`config.mk`:
```
export PLATFORM = sky130hd
export DESIGN_NAME = ft12_ctrl_decode
export DESIGN_NICKNAME = d
export VERILOG_FILES = /design/src/design/ft12_pkg.sv /design/src/design/ft12_ctrl_decode.sv
export SDC_FILE = /design/constraint.sdc
export NUM_CORES = 1
export LEC_CHECK = 0
export BUFFER_PORTS_ARGS = -buffer_cell sky130_fd_sc_hd__buf_2
export CORE_AREA = 2 2 39 41
export DETAILED_ROUTE_END_ITERATION = 12
export DIE_AREA = 0 0 41 43
export SLEW_MARGIN = 20
export SYNTH_ARGS = -nofsm -noshare
export SYNTH_HDL_FRONTEND = slang
export SYNTH_SLANG_ARGS = --single-unit
```
`constraint.sdc`:
```
create_clock -name vclk -period 0.8
set_input_delay 0.04 -clock vclk [all_inputs]
set_output_delay 0.04 -clock vclk [all_outputs]
set_load 0.03 [all_outputs]
```
`src/design/ft12_pkg.sv`:
```
// Shared constants and types for the FT1.2 frame checker.
package ft12_pkg;

    localparam logic [7:0] START_FIXED  = 8'd16;
    localparam logic [7:0] START_VAR    = 8'd104;
    localparam logic [7:0] END_MARK     = 8'd22;
    localparam logic [9:0] VAR_OVERHEAD = 10'd6;
    localparam logic [9:0] FIXED_BASE   = 10'd4;
    localparam logic [8:0] POS_MAX      = 9'd511;
    localparam logic [1:0] ADDR_RESET   = 2'd1;

    typedef enum logic [1:0] {
        KIND_INVALID  = 2'd0,
        KIND_FIXED    = 2'd1,
        KIND_VARIABLE = 2'd2
    } frame_kind_t;

    typedef struct packed {
        logic       dir;
        logic       prm;
        logic       fcb;
        logic       fcv;
        logic       acd;
        logic       dfc;
        logic [3:0] fc;
        logic       fc_ok;
    } ctrl_fields_t;

endpackage

```
`src/design/ft12_ctrl_decode.sv`:
```
// Control byte decoder: station flags, function code and its validity.
module ft12_ctrl_decode
(
    input  logic [7:0]           ctrl_byte,
    input  logic                 enable,
    output ft12_pkg::ctrl_fields_t fields
);
    import ft12_pkg::*;

    always_comb
    begin
        fields = '0;
        if (enable)
        begin
            fields.dir = ctrl_byte[7];
            if (ctrl_byte[7])
            begin
                fields.prm = ctrl_byte[6];
                fields.dfc = ctrl_byte[4];
            end
            else if (ctrl_byte[6])
            begin
                fields.prm = 1'b1;
                fields.fcb = ctrl_byte[5];
                fields.fcv = ctrl_byte[4];
            end
            else
            begin
                fields.acd = ctrl_byte[5];
                fields.dfc = ctrl_byte[4];
            end
            fields.fc    = ctrl_byte[3:0];
            fields.fc_ok = ctrl_byte[3:0] inside {[4'd0:4'd4], [4'd8:4'd11]};
        end
    end

endmodule

```
=== Yosys cells after proc, flatten, opt, wreduce, memory -nomap -nowiden ===
Cells that the tools add are included.

* Register bits: 0
* Bits of input ports: 9
* Output and inout port bits: 11
* Word-level logic and storage cells: 13

* Reduce and logical (&&, ||, !) cells: 3
* Order comparisons: 4
* Multiplexer cells: 6

{| class="wikitable"
|+ Operator list
! cell !! count
|-
| 11-bit two-way mux || 1
|-
| 3-bit two-way mux || 2
|-
| 4-bit by 1-bit greater-or-equal comparator with 1-bit output (second input constant) || 1
|-
| 4-bit greater-or-equal comparator (second input constant) || 1
|-
| 4-bit by 3-bit <= comparator with 1-bit output (second input constant) || 1
|-
| 4-bit <= comparator (second input constant) || 1
|-
| 1-bit logical AND || 2
|-
| 1-bit two-way mux || 2
|-
| 2-bit two-way mux || 1
|-
| 2-bit nonzero test || 1
|}

=== Logic depth before layout (Yosys ltp) ===
* Depth after elaboration: 4
* Depth in mapped cells: 2
* Mapped depth without buffers: 2

=== Least setup slack after synthesis ===
OpenSTA, ideal clock, no wires.

* Path kind: input-to-output
* From: input ctrl_byte[5]
* To: output fields[6] (netlist bit)
* Buffers on the path: 0
* Data required time: 760 ps
* Cell stages on the path: 1
* Setup slack: -266 ps
* Arrival: 1026 ps
* Cells stage by stage: nor4bb_1

* Longest elaborated chain between the ends: 3

{| class="wikitable"
|+ RTL lines
! item !! line !! source
|-
| start: declaration || ft12_ctrl_decode.sv:4 || <nowiki>input logic [7:0] ctrl_byte,</nowiki>
|-
| 2-bit two-way mux || ft12_ctrl_decode.sv:21 || <nowiki>else if (ctrl_byte[6])</nowiki>
|-
| 3-bit two-way mux || ft12_ctrl_decode.sv:16 || <nowiki>if (ctrl_byte[7])</nowiki>
|-
| 11-bit two-way mux || ft12_ctrl_decode.sv:13 || <nowiki>if (enable)</nowiki>
|-
| end: declaration || ft12_ctrl_decode.sv:6 || <nowiki>output ft12_pkg::ctrl_fields_t fields</nowiki>
|}

Every way passes these cells.

==> impl_metrics.env <==
export IMPL_status="completed"
export IMPL_final_util=0.1700
export IMPL_port_buffers=20
export IMPL_regArea_um2=0
export IMPL_hpwl_um=313.4
export IMPL_cts_setup_buffers=0
export IMPL_critical_path_class="in -> out"
export IMPL_wl_per_cell_um=6.922
export IMPL_synthCells=15
export IMPL_antenna_found_initial=0
export IMPL_fp_dieW_um=41
export IMPL_worstPathArrival_ns=0.68
export IMPL_setup_worst_path_end="fields[0]"
export IMPL_grt_pass1_wl_um=552
export IMPL_ctsResizeCount=0
export IMPL_ys_seq_area_frac=0
export IMPL_wirelength_um=353
export IMPL_cp_end_kind="primary output"
export IMPL_power_leakage_nw=0.1395
export IMPL_netlist_area_um2=108.9
export IMPL_place_congestion=0.6012
export IMPL_areaGrowthSynthToFinish_pct=116.1
export IMPL_ys_warn_count=0
export IMPL_final_antenna_net_count=0
export IMPL_nClkBuffers=0
export IMPL_fin_nets=46
export IMPL_grt_pass1_vias=142
export IMPL_dr_pass1_iters=1
export IMPL_ys_types=9
export IMPL_diodes=0
export IMPL_via_count=186
export IMPL_p_per_area_nw_per_um2=605.5
export IMPL_dieArea_um2=1763
export IMPL_vias_per_cell=3.647
export IMPL_hp_class="in -> out"
export IMPL_maxSlewViolCount=0
export IMPL_track_usage=0.04296
export IMPL_tightest_slew_ns=0.1823
export IMPL_finalHoldViolCount=0
export IMPL_grt_remaining_overflow=0
export IMPL_period_share=0.8995
export IMPL_ios=20
export IMPL_dpl_cell_area_um2=235.2
export IMPL_fmax_ghz=1.390
export IMPL_total_power_w=0.0001424
export IMPL_vdd_drop_max_uv=120.6
export IMPL_num_rows=14
export IMPL_crit_path_start="ctrl_byte[3]"
export IMPL_drt_iter0_drc=0
export IMPL_cts_hold_buf=0
export IMPL_grt_max_degree=10
export IMPL_die_height_um=43
export IMPL_setup_viol=0
export IMPL_drc=0
export IMPL_finalInstanceArea_um2=235.2
export IMPL_synth_avg_cell_area_um2=7.257
export IMPL_coreArea_um2=1384
export IMPL_initial_core_util=0.07866
export IMPL_syn_num_nets=24
export IMPL_rsz0062_at_grt="false"
export IMPL_tns_ns=0
export IMPL_flops_and_latches=0
export IMPL_critPathMaxFanout=2
export IMPL_min_period_ns=0.7196
export IMPL_fillers=153
export IMPL_crit_required_ns=0.76
export IMPL_drive_gt1_frac=0.8286
export IMPL_maxCapViolCount=0
export IMPL_relSlewSlack=0.8767
export IMPL_worstSetupStartpointType="input port"
export IMPL_hold_depth=3
==> cell type report <==
class                           count  area [µm²]  share of cell area
Multi-Input combinational cell     13       107.6              0.4574
Timing Repair Buffer               20       100.1              0.4255
Tap cell                           16       20.02             0.08511
Inverter                            2       7.507             0.03191
==> critical path, stage by stage <==
cell,delay (ns)
buf_2,0.10
o31ai_1,0.21
and2_1,0.15
buf_2,0.19
==> cells in the final DEF (no fill, tap or decap), drive strengths merged <==
cell / count
a21oi: 1
and2: 6
buf: 20
inv: 2
nand2: 2
nor3b: 2
nor4bb: 1
o31ai: 1
==> how the worst min path moves through the flow <==
stage	start	endpoint	slack, ns
floorplan	ctrl_byte[7]	fields[8]	0.15
global placement	ctrl_byte[6]	fields[6]	0.41
detailed placement	ctrl_byte[6]	fields[6]	0.41
CTS	ctrl_byte[6]	fields[6]	0.41
global route	ctrl_byte[6]	fields[6]	0.44
finish	ctrl_byte[6]	fields[6]	0.41
==> metrics by stage <==
step           std cells  hold slack (ns)  setup WS [ns]
6_report              51           0.4137        0.08044
5_1_grt               51           0.4363       0.008445
4_1_cts               51           0.4140        0.07324
3_5_place_dp          51           0.4091        0.07809
3_3_place_gp          51           0.4144        0.09423
2_1_floorplan         15           0.1480        0.02487
==> logic make-up after synthesis <==
family                 after synthesis  share of synthesized area
buffers and inverters                2                    0.06899
AND/OR/NAND/NOR                     11                     0.8161
AO/OA/AOI/OAI                        2                     0.1149
==> routing by layer <==
layer  vias to the layer above  track usage  routed length, µm
li1                         90            -                  -
met1                        76      0.04747                120
met2                        20      0.08750                160
met3                         0            0                 73
met4                         0            0                  0
met5                         -            0                  0
==> power by group <==
group	switching (W)	leakage, nW	internal, W
Sequential	0	0	0
Clock	0	0	0
Combinational	0.0000885	0.140	0.0000539
==> synth_stat cells <==
library cell	n	area, µm²
o31ai_1	1	7.510
inv_1	2	7.510
a21oi_1	1	5.000
nor4bb_1	1	10.01
and2_2	5	37.54
nand2_2	1	6.260
and2_1	1	6.260
nand2_1	1	3.750
nor3b_2	2	25.02
Power figures use the tool's default switching activity.
